## config.mk

```make
export PLATFORM = sky130hd
export DESIGN_NAME = dh_forward_kinematics_chain
export DESIGN_NICKNAME = d
export VERILOG_FILES = /design/src/design/dhfk_pkg.sv /design/src/design/dhfk_front.sv /design/src/design/dhfk_cordic.sv /design/src/design/dhfk_back.sv /design/src/design/dh_forward_kinematics_chain.sv
export SDC_FILE = /design/constraint.sdc
export NUM_CORES = 2
export LEC_CHECK = 0
export BUFFER_PORTS_ARGS = -buffer_cell sky130_fd_sc_hd__buf_2
export CORE_MARGIN = 2
export CORE_UTILIZATION = 30
export DETAILED_ROUTE_END_ITERATION = 8
export GPL_ROUTABILITY_DRIVEN = 0
export PLACE_DENSITY = 0.46
export SLEW_MARGIN = 20
export SYNTH_ARGS = -nofsm -noshare
export SYNTH_HDL_FRONTEND = slang
export SYNTH_SLANG_ARGS = --single-unit
```

## constraint.sdc

```tcl
create_clock -name clk -period 18.5 [get_ports clk]
set_input_delay 3.7 -clock clk [delete_from_list [all_inputs] [get_ports clk]]
set_output_delay 3.7 -clock clk [all_outputs]
set_load 0.005 [all_outputs]
```

## src/design/dhfk_pkg.sv

```systemverilog
// Shared types, constants and helpers for the DH forward-kinematics chain.
// No dependencies.
package dhfk_pkg;
  localparam int ANGLE_BITS_DEF = 16;
  localparam int FRAC_BITS_DEF  = 16;
  localparam int CORDIC_ITERS   = 24;
  localparam logic signed [33:0] CORDIC_GAIN = 34'sd652032874;
  localparam int QUEUE_DEPTH    = 2;

  // CORDIC arctangent table, 2^32 per turn
  function automatic logic signed [33:0] atan_lut(input logic [4:0] i);
    logic signed [33:0] r;
    case (i)
      5'd0:  r = 34'sd536870912;
      5'd1:  r = 34'sd316933406;
      5'd2:  r = 34'sd167458907;
      5'd3:  r = 34'sd85004756;
      5'd4:  r = 34'sd42667331;
      5'd5:  r = 34'sd21354465;
      5'd6:  r = 34'sd10679838;
      5'd7:  r = 34'sd5340245;
      5'd8:  r = 34'sd2670163;
      5'd9:  r = 34'sd1335087;
      5'd10: r = 34'sd667544;
      5'd11: r = 34'sd333772;
      5'd12: r = 34'sd166886;
      5'd13: r = 34'sd83443;
      5'd14: r = 34'sd41722;
      5'd15: r = 34'sd20861;
      5'd16: r = 34'sd10430;
      5'd17: r = 34'sd5215;
      5'd18: r = 34'sd2608;
      5'd19: r = 34'sd1304;
      5'd20: r = 34'sd652;
      5'd21: r = 34'sd326;
      5'd22: r = 34'sd163;
      5'd23: r = 34'sd81;
      default: r = '0;
    endcase
    return r;
  endfunction
endpackage

```

## src/design/dhfk_front.sv

```systemverilog
// Front end: accepts joint beats and queues them for the back end.
// Depends on dhfk_pkg.
module dhfk_front #(
  parameter int ANGLE_BITS = dhfk_pkg::ANGLE_BITS_DEF,
  parameter int DEPTH      = dhfk_pkg::QUEUE_DEPTH,
  localparam int QW        = 1 + 2 * ANGLE_BITS + 64
) (
  input  logic          clk,
  input  logic          rst,
  input  logic          in_valid,
  output logic          in_ready,
  input  logic [QW-1:0] in_item,
  output logic          q_valid,
  input  logic          q_ready,
  output logic [QW-1:0] q_item
);
  localparam int AW = (DEPTH > 1) ? $clog2(DEPTH) : 1;
  logic [QW-1:0] mem [DEPTH];
  logic [AW-1:0] wr_ptr, rd_ptr;
  logic [AW:0]   count;
  logic push, pop;

  assign in_ready = (count != (AW+1)'(DEPTH));
  assign q_valid  = (count != '0);
  assign push     = in_valid && in_ready;
  assign pop      = q_valid && q_ready;
  assign q_item   = mem[rd_ptr];

  // store entering beats
  always_ff @(posedge clk) begin
    if (push) mem[wr_ptr] <= in_item;
  end

  // advance pointers and fill count
  always_ff @(posedge clk) begin
    if (rst) begin
      wr_ptr <= '0;
      rd_ptr <= '0;
      count  <= '0;
    end else begin
      if (push) wr_ptr <= (wr_ptr == AW'(DEPTH-1)) ? '0 : wr_ptr + 1'b1;
      if (pop)  rd_ptr <= (rd_ptr == AW'(DEPTH-1)) ? '0 : rd_ptr + 1'b1;
      count <= count + (AW+1)'(push) - (AW+1)'(pop);
    end
  end
endmodule

```

## src/design/dhfk_cordic.sv

```systemverilog
// Iterative rotation-mode CORDIC, one micro-rotation a cycle.
// Depends on dhfk_pkg.
module dhfk_cordic #(
  parameter int ANGLE_BITS = dhfk_pkg::ANGLE_BITS_DEF,
  parameter int FRAC_BITS  = dhfk_pkg::FRAC_BITS_DEF,
  localparam int RW        = FRAC_BITS + 2
) (
  input  logic                  clk,
  input  logic                  rst,
  input  logic                  start,
  input  logic [ANGLE_BITS-1:0] angle,
  output logic                  done,
  output logic signed [RW-1:0]  cos_o,
  output logic signed [RW-1:0]  sin_o
);
  logic [31:0] phase;
  logic signed [33:0] x, y, z;
  logic [4:0] iter;
  logic busy;
  logic [1:0] quad;
  logic signed [33:0] xs, ys, xr, yr, one, mone;
  logic signed [RW-1:0] xc, yc;

  assign phase = {angle, {(32-ANGLE_BITS){1'b0}}};
  assign xs = x >>> iter;
  assign ys = y >>> iter;
  assign one  = 34'sd1 <<< FRAC_BITS;
  assign mone = -one;

  // round to Q1.FRAC and clamp
  always_comb begin
    xr = (x + (34'sd1 <<< (29 - FRAC_BITS))) >>> (30 - FRAC_BITS);
    yr = (y + (34'sd1 <<< (29 - FRAC_BITS))) >>> (30 - FRAC_BITS);
    xc = (xr > one) ? RW'(one) : (xr < mone) ? RW'(mone) : RW'(xr);
    yc = (yr > one) ? RW'(one) : (yr < mone) ? RW'(mone) : RW'(yr);
    case (quad)
      2'd0: begin cos_o = xc;  sin_o = yc;  end
      2'd1: begin cos_o = -yc; sin_o = xc;  end
      2'd2: begin cos_o = -xc; sin_o = -yc; end
      default: begin cos_o = yc; sin_o = -xc; end
    endcase
  end

  // iterate micro-rotations
  always_ff @(posedge clk) begin
    if (rst) begin
      busy <= 1'b0;
      done <= 1'b0;
      iter <= '0;
    end else begin
      done <= 1'b0;
      if (start) begin
        busy <= 1'b1;
        iter <= '0;
        quad <= phase[31:30];
        x <= dhfk_pkg::CORDIC_GAIN;
        y <= '0;
        z <= {4'b0, phase[29:0]};
      end else if (busy) begin
        if (!z[33]) begin
          x <= x - ys; y <= y + xs; z <= z - dhfk_pkg::atan_lut(iter);
        end else begin
          x <= x + ys; y <= y - xs; z <= z + dhfk_pkg::atan_lut(iter);
        end
        iter <= iter + 5'd1;
        if (iter == 5'(dhfk_pkg::CORDIC_ITERS - 1)) begin
          busy <= 1'b0;
          done <= 1'b1;
        end
      end
    end
  end
endmodule

```

## src/design/dhfk_back.sv

```systemverilog
// Back end: builds the local transform and folds it into the chain,
// one multiply a cycle on a shared multiplier. Depends on dhfk_pkg, dhfk_cordic.
module dhfk_back #(
  parameter int ANGLE_BITS = dhfk_pkg::ANGLE_BITS_DEF,
  parameter int FRAC_BITS  = dhfk_pkg::FRAC_BITS_DEF,
  localparam int QW        = 1 + 2 * ANGLE_BITS + 64,
  localparam int RW        = FRAC_BITS + 2
) (
  input  logic                 clk,
  input  logic                 rst,
  input  logic                 q_valid,
  output logic                 q_ready,
  input  logic [QW-1:0]        q_item,
  output logic                 out_valid,
  input  logic                 out_ready,
  output logic signed [RW-1:0] rot_o [9],
  output logic signed [31:0]   pos_o [3]
);
  localparam logic [2:0] S_IDLE = 3'd0, S_C1 = 3'd1, S_C2 = 3'd2, S_LOC = 3'd3,
                         S_DOT = 3'd4, S_OUT = 3'd5;
  localparam logic signed [63:0] HALF = 64'sd1 <<< (FRAC_BITS - 1);
  localparam logic signed [63:0] ONE  = 64'sd1 <<< FRAC_BITS;

  logic [2:0] state;
  logic signed [RW-1:0] cr [9];
  logic signed [31:0]   cp [3];
  logic signed [RW-1:0] cr_n [9];
  logic signed [31:0]   cp_n [3];
  logic signed [RW-1:0] lr [9];
  logic signed [31:0]   lp [3];
  logic signed [RW-1:0] ct, st, ca, sa;
  logic [QW-1:0] item;
  logic [3:0] step;
  logic [1:0] term;
  logic signed [63:0] acc;
  logic c_start, c_done;
  logic [ANGLE_BITS-1:0] c_angle;
  logic signed [RW-1:0] c_cos, c_sin;
  logic signed [RW+31:0] prod;
  logic signed [RW-1:0] ma;
  logic signed [31:0] mb;
  logic signed [63:0] rnd, sum;
  logic [1:0] row;
  logic [1:0] col;

  assign c_angle = (state == S_IDLE) ? q_item[QW-2 -: ANGLE_BITS] : item[64 +: ANGLE_BITS];
  assign c_start = (state == S_IDLE && q_valid) || (state == S_C1 && c_done);
  assign q_ready = (state == S_IDLE);
  assign out_valid = (state == S_OUT);
  assign rot_o = cr;
  assign pos_o = cp;
  assign row = 2'(step / 4);
  assign col = 2'(step % 4);

  dhfk_cordic #(.ANGLE_BITS(ANGLE_BITS), .FRAC_BITS(FRAC_BITS)) u_cordic (
    .clk, .rst, .start(c_start), .angle(c_angle), .done(c_done),
    .cos_o(c_cos), .sin_o(c_sin));

  // select multiplier operands: local products first, then dot products
  always_comb begin
    ma = '0;
    mb = '0;
    if (state == S_LOC) begin
      case (step)
        4'd0: begin ma = st; mb = 32'(ca); end
        4'd1: begin ma = ct; mb = 32'(ca); end
        4'd2: begin ma = st; mb = 32'(sa); end
        4'd3: begin ma = ct; mb = 32'(sa); end
        4'd4: begin ma = sa; mb = $signed(item[63:32]); end
        default: begin ma = ca; mb = $signed(item[63:32]); end
      endcase
    end else begin
      ma = cr[4'(row) * 4'd3 + 4'(term)];
      mb = (col == 2'd3) ? lp[term] : 32'(lr[4'(term) * 4'd3 + 4'(col)]);
    end
  end
  assign prod = ma * mb;
  assign sum  = acc + 64'(prod);
  assign rnd  = (sum + HALF) >>> FRAC_BITS;

  function automatic logic signed [31:0] sat32(input logic signed [63:0] v);
    return (v > 64'sd2147483647) ? 32'h7fffffff :
           (v < -64'sd2147483648) ? 32'h80000000 : v[31:0];
  endfunction
  function automatic logic signed [RW-1:0] satr(input logic signed [63:0] v);
    return (v > ONE) ? RW'(ONE) : (v < -ONE) ? RW'(-ONE) : RW'(v);
  endfunction

  // sequence one joint
  always_ff @(posedge clk) begin
    if (rst) begin
      state <= S_IDLE;
      for (int k = 0; k < 9; k++) cr[k] <= (k % 4 == 0) ? RW'(ONE) : '0;
      for (int k = 0; k < 3; k++) cp[k] <= '0;
    end else begin
      unique case (state)
        S_IDLE: if (q_valid) begin
          item <= q_item;
          if (q_item[QW-1]) begin
            for (int k = 0; k < 9; k++) cr[k] <= (k % 4 == 0) ? RW'(ONE) : '0;
            for (int k = 0; k < 3; k++) cp[k] <= '0;
          end
          state <= S_C1;
        end
        S_C1: if (c_done) begin
          ct <= c_cos; st <= c_sin;
          state <= S_C2;
        end
        S_C2: if (c_done) begin
          ca <= c_cos; sa <= c_sin;
          lr[0] <= ct; lr[1] <= -st; lr[2] <= '0;
          lr[5] <= -c_sin; lr[8] <= c_cos;
          lp[0] <= $signed(item[31:0]);
          step <= '0; acc <= '0;
          state <= S_LOC;
        end
        S_LOC: begin
          case (step)
            4'd0: lr[3] <= RW'(rnd);
            4'd1: lr[4] <= RW'(rnd);
            4'd2: lr[6] <= RW'(rnd);
            4'd3: lr[7] <= RW'(rnd);
            4'd4: lp[1] <= sat32(-rnd);
            default: lp[2] <= sat32(rnd);
          endcase
          if (step == 4'd5) begin
            step <= '0; term <= '0; state <= S_DOT;
          end else step <= step + 4'd1;
        end
        S_DOT: begin
          if (term == 2'd2) begin
            acc <= '0;
            term <= '0;
            if (col == 2'd3) cp_n[row] <= sat32(64'(cp[row]) + rnd);
            else cr_n[4'(row) * 4'd3 + 4'(col)] <= satr(rnd);
            if (step == 4'd11) state <= S_OUT;
            step <= step + 4'd1;
          end else begin
            acc <= sum;
            term <= term + 2'd1;
          end
        end
        S_OUT: if (out_ready) state <= S_IDLE;
        default: state <= S_IDLE;
      endcase
      // commit the new frame; the last origin component is finished this cycle
      if (state == S_DOT && term == 2'd2 && step == 4'd11) begin
        for (int k = 0; k < 9; k++) cr[k] <= cr_n[k];
        for (int k = 0; k < 3; k++) cp[k] <= (k == 2) ? sat32(64'(cp[2]) + rnd) : cp_n[k];
      end
    end
  end
endmodule

```

## src/design/dh_forward_kinematics_chain.sv

```systemverilog
// Top level of the modified-DH forward-kinematics chain.
// Depends on dhfk_pkg, dhfk_front, dhfk_back.
//
// Usage:
//   Input channel (in_valid/in_ready) carries one joint per beat: flag,
//   joint angle, offset, twist, link length and link offset.
//   Output channel (out_valid/out_ready) carries the cumulative rotation
//   and origin after that joint; the last joint gives the tool pose.
//   Each joint takes two 24-step CORDIC runs on one shared CORDIC unit,
//   six local multiplies and 36 multiply-accumulate steps on one shared
//   multiplier, then the result handshake. The back end takes a new joint
//   only after its last result has been taken.
//   A two-entry queue in front accepts joints until full while the back end
//   works or the receiver stalls; the result stays on the ports until taken.
//   Reset sets the chain to identity rotation and zero origin and empties
//   the queue; first_joint restarts the chain the same way.
//
module dh_forward_kinematics_chain #(
  parameter int ANGLE_BITS = dhfk_pkg::ANGLE_BITS_DEF,
  parameter int FRAC_BITS  = dhfk_pkg::FRAC_BITS_DEF,
  localparam int RW        = FRAC_BITS + 2
) (
  input  logic clk,
  input  logic rst,
  input  logic in_valid,
  output logic in_ready,
  input  logic first_joint,
  input  logic signed [15:0] joint_angle,
  input  logic signed [15:0] angle_offset,
  input  logic signed [15:0] twist_angle,
  input  logic signed [31:0] link_length,
  input  logic signed [31:0] link_offset,
  output logic out_valid,
  input  logic out_ready,
  output logic signed [RW-1:0] rot_00, rot_01, rot_02,
  output logic signed [RW-1:0] rot_10, rot_11, rot_12,
  output logic signed [RW-1:0] rot_20, rot_21, rot_22,
  output logic signed [31:0] pos_x, pos_y, pos_z
);
  localparam int QW = 1 + 2 * ANGLE_BITS + 64;
  logic [QW-1:0] in_item, q_item;
  logic q_valid, q_ready;
  logic signed [RW-1:0] rot [9];
  logic signed [31:0] pos [3];

  // pack the joint beat, wrapping theta to one turn
  assign in_item = {first_joint,
                    ANGLE_BITS'(joint_angle) + ANGLE_BITS'(angle_offset),
                    ANGLE_BITS'(twist_angle), link_offset, link_length};

  dhfk_front #(.ANGLE_BITS(ANGLE_BITS)) u_front (
    .clk, .rst, .in_valid, .in_ready, .in_item,
    .q_valid, .q_ready, .q_item);

  dhfk_back #(.ANGLE_BITS(ANGLE_BITS), .FRAC_BITS(FRAC_BITS)) u_back (
    .clk, .rst, .q_valid, .q_ready, .q_item,
    .out_valid, .out_ready, .rot_o(rot), .pos_o(pos));

  assign {rot_00, rot_01, rot_02} = {rot[0], rot[1], rot[2]};
  assign {rot_10, rot_11, rot_12} = {rot[3], rot[4], rot[5]};
  assign {rot_20, rot_21, rot_22} = {rot[6], rot[7], rot[8]};
  assign {pos_x, pos_y, pos_z} = {pos[0], pos[1], pos[2]};
endmodule

```

-- Word-level counts from Yosys, hierarchy flattened
Memories as Yosys holds them, arrays and structs flattened. A register that Yosys moved wholly into a read port is not among the register bits.
Cells that the tools add are included.
- order comparisons: 16
- multiply operators: 3
- reduce and logical (&&, ||, !) cells: 40
- multiplexer cells: 140
- shifts and indexed selects: 2
- bitwise gates (word level): 4
- add/sub/neg operators: 28
- equality and inequality tests: 24
- operator list (cell ; number):
    two-way mux 162 bit ; 4
    two-way mux 34 bit ; 14
    two-way mux 32 bit ; 14
    two-way mux 96 bit ; 4
    two-way mux 18 bit ; 13
    greater-than comparator 64 x 32 -> 1 bit, second input constant ; 3
    < comparator 64 x 32 -> 1 bit, second input constant ; 3
    case mux 18 bit (3 select lines) ; 3
    two-way mux 64 bit ; 2
    case mux 64 bit (2 select lines) ; 1
    adder 34 bit ; 3
    subtractor 34 bit ; 3
    adder 32 x 48 -> 49 bit ; 2
    binary-select mux 18 bit (select 4 bit) ; 1
    negator 18 bit ; 4
    OR reduction 18 bit ; 4
    adder 34 x 15 -> 34 bit, second input constant ; 2
    >>> shifter 34 x 5 -> 34 bit ; 2
    adder 64 x 17 -> 64 bit, second input constant ; 1
    adder 64 x 50 -> 64 bit ; 1
    binary-select mux 32 bit (select 2 bit) ; 1
    negator 48 -> 64 bit ; 1
    case mux 32 bit (2 select lines) ; 1
    OR reduction 32 bit ; 2
    other kinds (57) ; 168
- bits of input ports: 117
- logic and storage cells: 296
- bits in read-only memories: 1920
- register bits: 598
- memories kept: 7
- RAM bits: 710
- memories (memory ; words ; bits a word ; rd ports ; clocked after Yosys merged registers in ; wr ports ; line ; RTL):
    (no name shown) ; 32 ; 30 ; 1 ; 1 ; 0 ; dhfk_pkg.sv:13 ; case (i)
    (no name shown) ; 32 ; 30 ; 1 ; 1 ; 0 ; dhfk_pkg.sv:13 ;
    u_front.mem ; 2 ; 97 ; 1 ; 1 ; 1 ; dhfk_front.sv:18 ; logic [QW-1:0] mem [DEPTH];
    u_back.cr_n ; 9 ; 18 ; 9 ; 0 ; 1 ; dhfk_back.sv:27 ; logic signed [RW-1:0] cr_n [9];
    u_back.lr ; 9 ; 18 ; 1 ; 0 ; 5 ; dhfk_back.sv:29 ; logic signed [RW-1:0] lr [9];
    u_back.cp_n ; 3 ; 32 ; 2 ; 0 ; 1 ; dhfk_back.sv:28 ; logic signed [31:0] cp_n [3];
    +1 memories ; -- ; -- ; -- ; -- ; -- ; -- ;

-- Logic depth before layout (Yosys ltp)
- word-level depth: 16
- gate-level depth with buffers: 64
- depth with buffers taken out: 58

-- By module
A second synthesis with hierarchy kept.
- cells, all modules: 9675
- area, all modules: 98524.5 um^2
- by module, submodules not included (module ; cells each ; area an instance (um^2) ; instances):
    dhfk_back ; 6677 ; 69573.0 ; 1
    dhfk_cordic ; 2560 ; 20723.6 ; 1
    dhfk_front ; 331 ; 7374.6 ; 1
    dh_forward_kinematics_chain ; 107 ; 853.3 ; 1

-- Least setup slack after synthesis
Ideal clock, no wire load.
- path type: reg-to-reg
- start point: register u_back.step[2]
- end point: register u_back.cp (netlist bit u_back.pos_o[30])
- period minus slack after synthesis: 15.417 ns
- stages on the path, launching flop included: 54
- path slack: 3.083 ns
- data arrival time: 15.358 ns
- cells stage by stage: edfxtp_1 > clkbuf_1 > inv_1 > ha_1 > inv_1 > fa_1 > xor2_1 > and4b_1 > clkbuf_1 > buf_1 > a21oi_1 > a21oi_1 > clkbuf_1 > nand2_1 > fa_1 > inv_1 > fa_1 > fa_1 > (+18 left out) > ha_1 > a21o_1 > a21o_1 > a21oi_1 > nor2_1 > o21a_1 > o21a_1 > o21ai_0 > nand2b_1 > a311oi_1 > nor3b_1 > nor4b_1 > nand4_1 > nor4_1 > o21ba_2 > clkbuf_1 > clkbuf_1 > a221o_1
- cells in the longest elaborated chain, start to end: 15
- elaborated cells between the ends (all ways): 34
- those cells by class: add/sub (4); mul (2); order compare (2); eq/ne (5); mux (10); bitwise (1); reduce/logical (10)
- ends and longest elaborated chain (item ; line ; RTL):
    start: declaration ; dhfk_back.sv:33 ; logic [3:0] step;
    start signal: assignment ; dhfk_back.sv:128 ; end else step <= step + 4'd1;
    start signal: assignment ; dhfk_back.sv:137 ; step <= step + 4'd1;
    multiplier 2 x 2 -> 4 bit ; dhfk_back.sv:73 ; ma = cr[4'(row) * 4'd3 + 4'(term)];
    adder 4 x 2 -> 4 bit ; dhfk_back.sv:73 ;
    inverter 4 -> 5 bit (implied by the code) ; dhfk_back.sv:73 ;
    binary-select mux 18 bit (select 4 bit) ; dhfk_back.sv:73 ;
    two-way mux 18 bit (implied by the code) (2 in series) ; dhfk_back.sv:73 ;
    two-way mux 18 bit ; dhfk_back.sv:63 ; if (state == S_LOC) begin
    multiplier 18 x 32 -> 50 bit ; dhfk_back.sv:77 ; assign prod = ma * mb;
    adder 64 x 50 -> 64 bit ; dhfk_back.sv:78 ; assign sum = acc + 64'(prod);
    adder 64 x 17 -> 64 bit ; dhfk_back.sv:79 ; assign rnd = (sum + HALF) >>> FRAC_BITS;
    adder 32 x 48 -> 49 bit ; -- ;
    < comparator 64 x 32 -> 1 bit ; -- ;
    two-way mux 32 bit ; dhfk_back.sv:83 ; (v < -64'sd2147483648) ? 32'h80000000 : v[31:0];
    two-way mux 32 bit ; dhfk_back.sv:82 ; return (v > 64'sd2147483647) ? 32'h7fffffff :
    two-way mux 96 bit ; dhfk_back.sv:147 ; if (state == S_DOT && term == 2'd2 && step == 4'd11) begin
    end: declaration ; dhfk_back.sv:26 ; logic signed [31:0] cp [3];
Parallel ways exist; a longest one is shown, timed or not. The select of a mux whose other input is x is not followed.
A chain may end at the register's enable or synchronous reset.

-- Final worst setup path
Ends and elaborated chain as after synthesis.

==> flow_metrics.tcl <==
set metrics [dict create \
    synth.area.top_cells "edfxtp_1 31%, fa_1 14%, dfxtp_1 6.3%" \
    antenna_found_initial 36 \
    start_kind "register" \
    yosysSeqAreaShare 0.3706 \
    drt-initial-drc-count 7361 \
    combPwrFrac 0.444 \
    grt_pass1_vias 74048 \
    finalSetupTns_ns 0 \
    critPathMaxStageDelay_ns 1.14 \
    grt_first_pass_wirelength_um 503100 \
    hpwl_um 264000 \
    vdd_ir_drop_max_mv 0.08933 \
    p_int_mw 7.811 \
    wire_per_inst_um 24.25 \
    ys.warnings.count 0 \
    htree_num_levels 4 \
    post_cts.repair.setup_buffers 0 \
    worst-path-max-fanout 38 \
    drc 0 \
    cts.sinks 1291 \
    holdBufCountCts 0 \
    synth_area_um2 96370 \
    power_mw 12.94 \
    synth_top_area_frac 0.3072 \
    cpMaxStageDelayCell "fa_4" \
    p_leak_nw 44.52 \
    ios 377 \
    synth_edf_count 986 \
    power.density_nw_per_um2 118.9 \
    rsz0062_at_grt "no" \
    hold_path.class "reg2reg" \
    syn-num-nets 10716 \
    worst_pin_slew_ns 1.299 \
    ctsResizeCount 0 \
    min_period_ns 17.46 \
    syn_to_final_growth_pct 12.91 \
    grt_overflow 0 \
    synthArstFlopShare 0 \
    clkTransAtPathRegs_ns 0.07 \
    dieArea_um2 325800 \
    slew_headroom 0.1311 \
    power.share.switching 0.3966 \
    reg2reg_depth 45 \
    ys_seq_elements 1291 \
    drive_above_1_share 0.1285 \
    die_w_um 570.8 \
    synth_ff_type "edfxtp_1" \
    crit_family "adder cells" \
    drv_slew 0 \
    fmax_mhz 57.27 \
    drt-total-wl_um 343900 \
    reg2reg_slack_ns 1.04 \
    setup_viol 0 \
    crit_required_ns 19.25 \
    yosysMostFrequentCell "edfxtp_1" \
    whs_ns 0.4066 \
    cap_violations 0 \
    postSynthAreaPerCell_um2 10.14 \
    synth_cell_types 115 \
    cp_data_arrival_time_ns 18.21 \
    yosys-top-cells-count "986 x edfxtp_1, 943 x nor2_1, 897 x inv_1" \
    placeableCoreArea_um2 320400 \
    numPortBuffers 376 \
    cts_buffers 163 \
    via_per_inst 5.269 \
    synth_area_leader_cell "edfxtp_1" \
    worstSetupEndpointType "register" \
    grt_use_total 0.2064 \
    skew_ns 0.1116 \
    die_h_um 570.8 \
    crit_buf_inv 5 \
    clock_path_buffers 4 \
    path_class "reg2reg" \
    netSwitchingPower_mw 5.133 \
    seqPwrFrac 0.311 \
    syn-instance-count 9501 \
    hold_viol_final 0 \
    grt_max_degree 228 \
    hold_depth 0 \
    cts-root-buf "clkbuf_16" \
    insertion_delay_ns 0.87 \
    nNetsFinal 10961 \
    cts_tree "done" \
    vias 74728 \
    crit_top_cell "fa_1" \
    dr.pass1.iters 6 \
    nFillCells 32594 \
    drtAntennaViolNets 0 \
    start_util 0.3008 \
    status "finished, final reports clean" \
    rows 208 \
    finalCritPeriodShare 0.9439 \
    power.share.clock 0.244 \
    worst-path-stages 45 \
]
## cell families after synthesis
family,after synthesis,synth area share
simple gates,2862,0.1399
compound gates,1941,0.1331
buf+inv,1405,0.05531
flops,1291,0.3706
fa+ha+maj,1099,0.1951
xor+xnor,459,0.04199
mux,444,0.06408
## per-stage QoR
step | utilization | cell area [um^2] | cells | setup WS, ns
6_report | 0.3397 | 108800 | 14182 | 1.039
5_1_grt | 0.3396 | 108800 | 14178 | 0.05483
4_1_cts | 0.3394 | 108700 | 14173 | 0.3983
3_5_place_dp | 0.3232 | 103600 | 13885 | 0.5436
3_3_place_gp | 0.3232 | 103500 | 13885 | 0.8084
2_1_floorplan | - | 96370 | 9501 | 3.083
## state kept, by name, indices dropped and copies added (netlist names), 2 cells and up, named ones only
name and cells:
u_back.acc 64, u_back.ca 18, u_back.cp_n 64, u_back.cr_n 162, u_back.ct 18, u_back.item 80
u_back.lp 96, u_back.lr 144, u_back.pos_o 96, u_back.rot_o 162, u_back.sa 18, u_back.st 18
u_back.state 3, u_back.step 4, u_back.term 2, u_back.u_cordic.iter 5, u_back.u_cordic.quad 2, u_back.u_cordic.x 34
u_back.u_cordic.y 34, u_back.u_cordic.z 34, u_front.count 2, u_front.mem 194
## cell type report
type / instances / area [um^2] / area share
flip-flops and latches: 1291 / 35730 / 0.3283
repair buffers: 585 / 3497 / 0.03214
multi-input cells: 6805 / 55640 / 0.5113
diodes: 8 / 20.02 / 0.0001840
inverters: 900 / 3378 / 0.03104
well taps: 4305 / 5386 / 0.04950
clock inverters: 70 / 663.1 / 0.006094
clock buffers: 218 / 4506 / 0.04140
## cells in the final DEF, fill, tap and decap left out, types with 43 or more instances in the layout
cell type / netlist / final
nand2b_1: 114 / 113
nor3_1: 177 / 170
dfxtp_1: 305 / 298
nand4_1: 80 / 80
o21bai_1: 50 / 49
a31oi_1: 63 / 62
inv_1: 897 / 895
or2_2: 49 / 49
nor2b_1: 105 / 104
edfxtp_1: 986 / 986
fa_1: 673 / 671
nor2_1: 943 / 934
xnor2_1: 282 / 280
or3_1: 60 / 60
xor2_1: 175 / 173
a22oi_1: 227 / 227
nand2_1: 798 / 796
a211oi_1: 52 / 49
o21a_1: 69 / 68
buf_4: 4 / 206
mux4_2: 125 / 125
a21oi_1: 473 / 458
mux2i_1: 185 / 185
buf_2: 8 / 375
clkbuf_16: 0 / 168
ha_1: 425 / 422
nor4_1: 45 / 43
and3_1: 92 / 90
a21o_1: 132 / 132
o211ai_1: 102 / 102
mux2_2: 134 / 134
nand3_1: 144 / 144
o21ai_0: 390 / 389
and2_1: 136 / 136
## worst paths after layout
path                                                      end                      from
worst min-delay path                u_back.lp[0][5]$_DFFE_PP_  u_back.item[5]$_DFFE_PP_
worst max-delay path            u_back.pos_o[30]$_SDFFE_PP0P_  u_back.step[2]$_DFFE_PP_
worst min register to register      u_back.lp[0][5]$_DFFE_PP_  u_back.item[5]$_DFFE_PP_
worst max register to register  u_back.pos_o[30]$_SDFFE_PP0P_  u_back.step[2]$_DFFE_PP_
## power groups by stage
stage / clock network [mW] / registers (mW) / logic [mW]
floorplan: 0 / 3.85 / 4.29
global placement: 0 / 4.08 / 5.60
detailed placement: 0 / 4.09 / 5.68
CTS: 3.24 / 4.03 / 5.72
global route: 3.34 / 4.06 / 6.38
finish: 3.16 / 4.03 / 5.75
## layer usage
metal / vias up / GRT usage / share of wire
met5: - / 0 / 0.000038
met4: 2 / 0.06514 / 0.035
met3: 472 / 0.02749 / 0.062
met2: 2558 / 0.3468 / 0.48
met1: 37785 / 0.2742 / 0.42
li1: 33911 / - / -
Power figures use the tool's default switching activity.
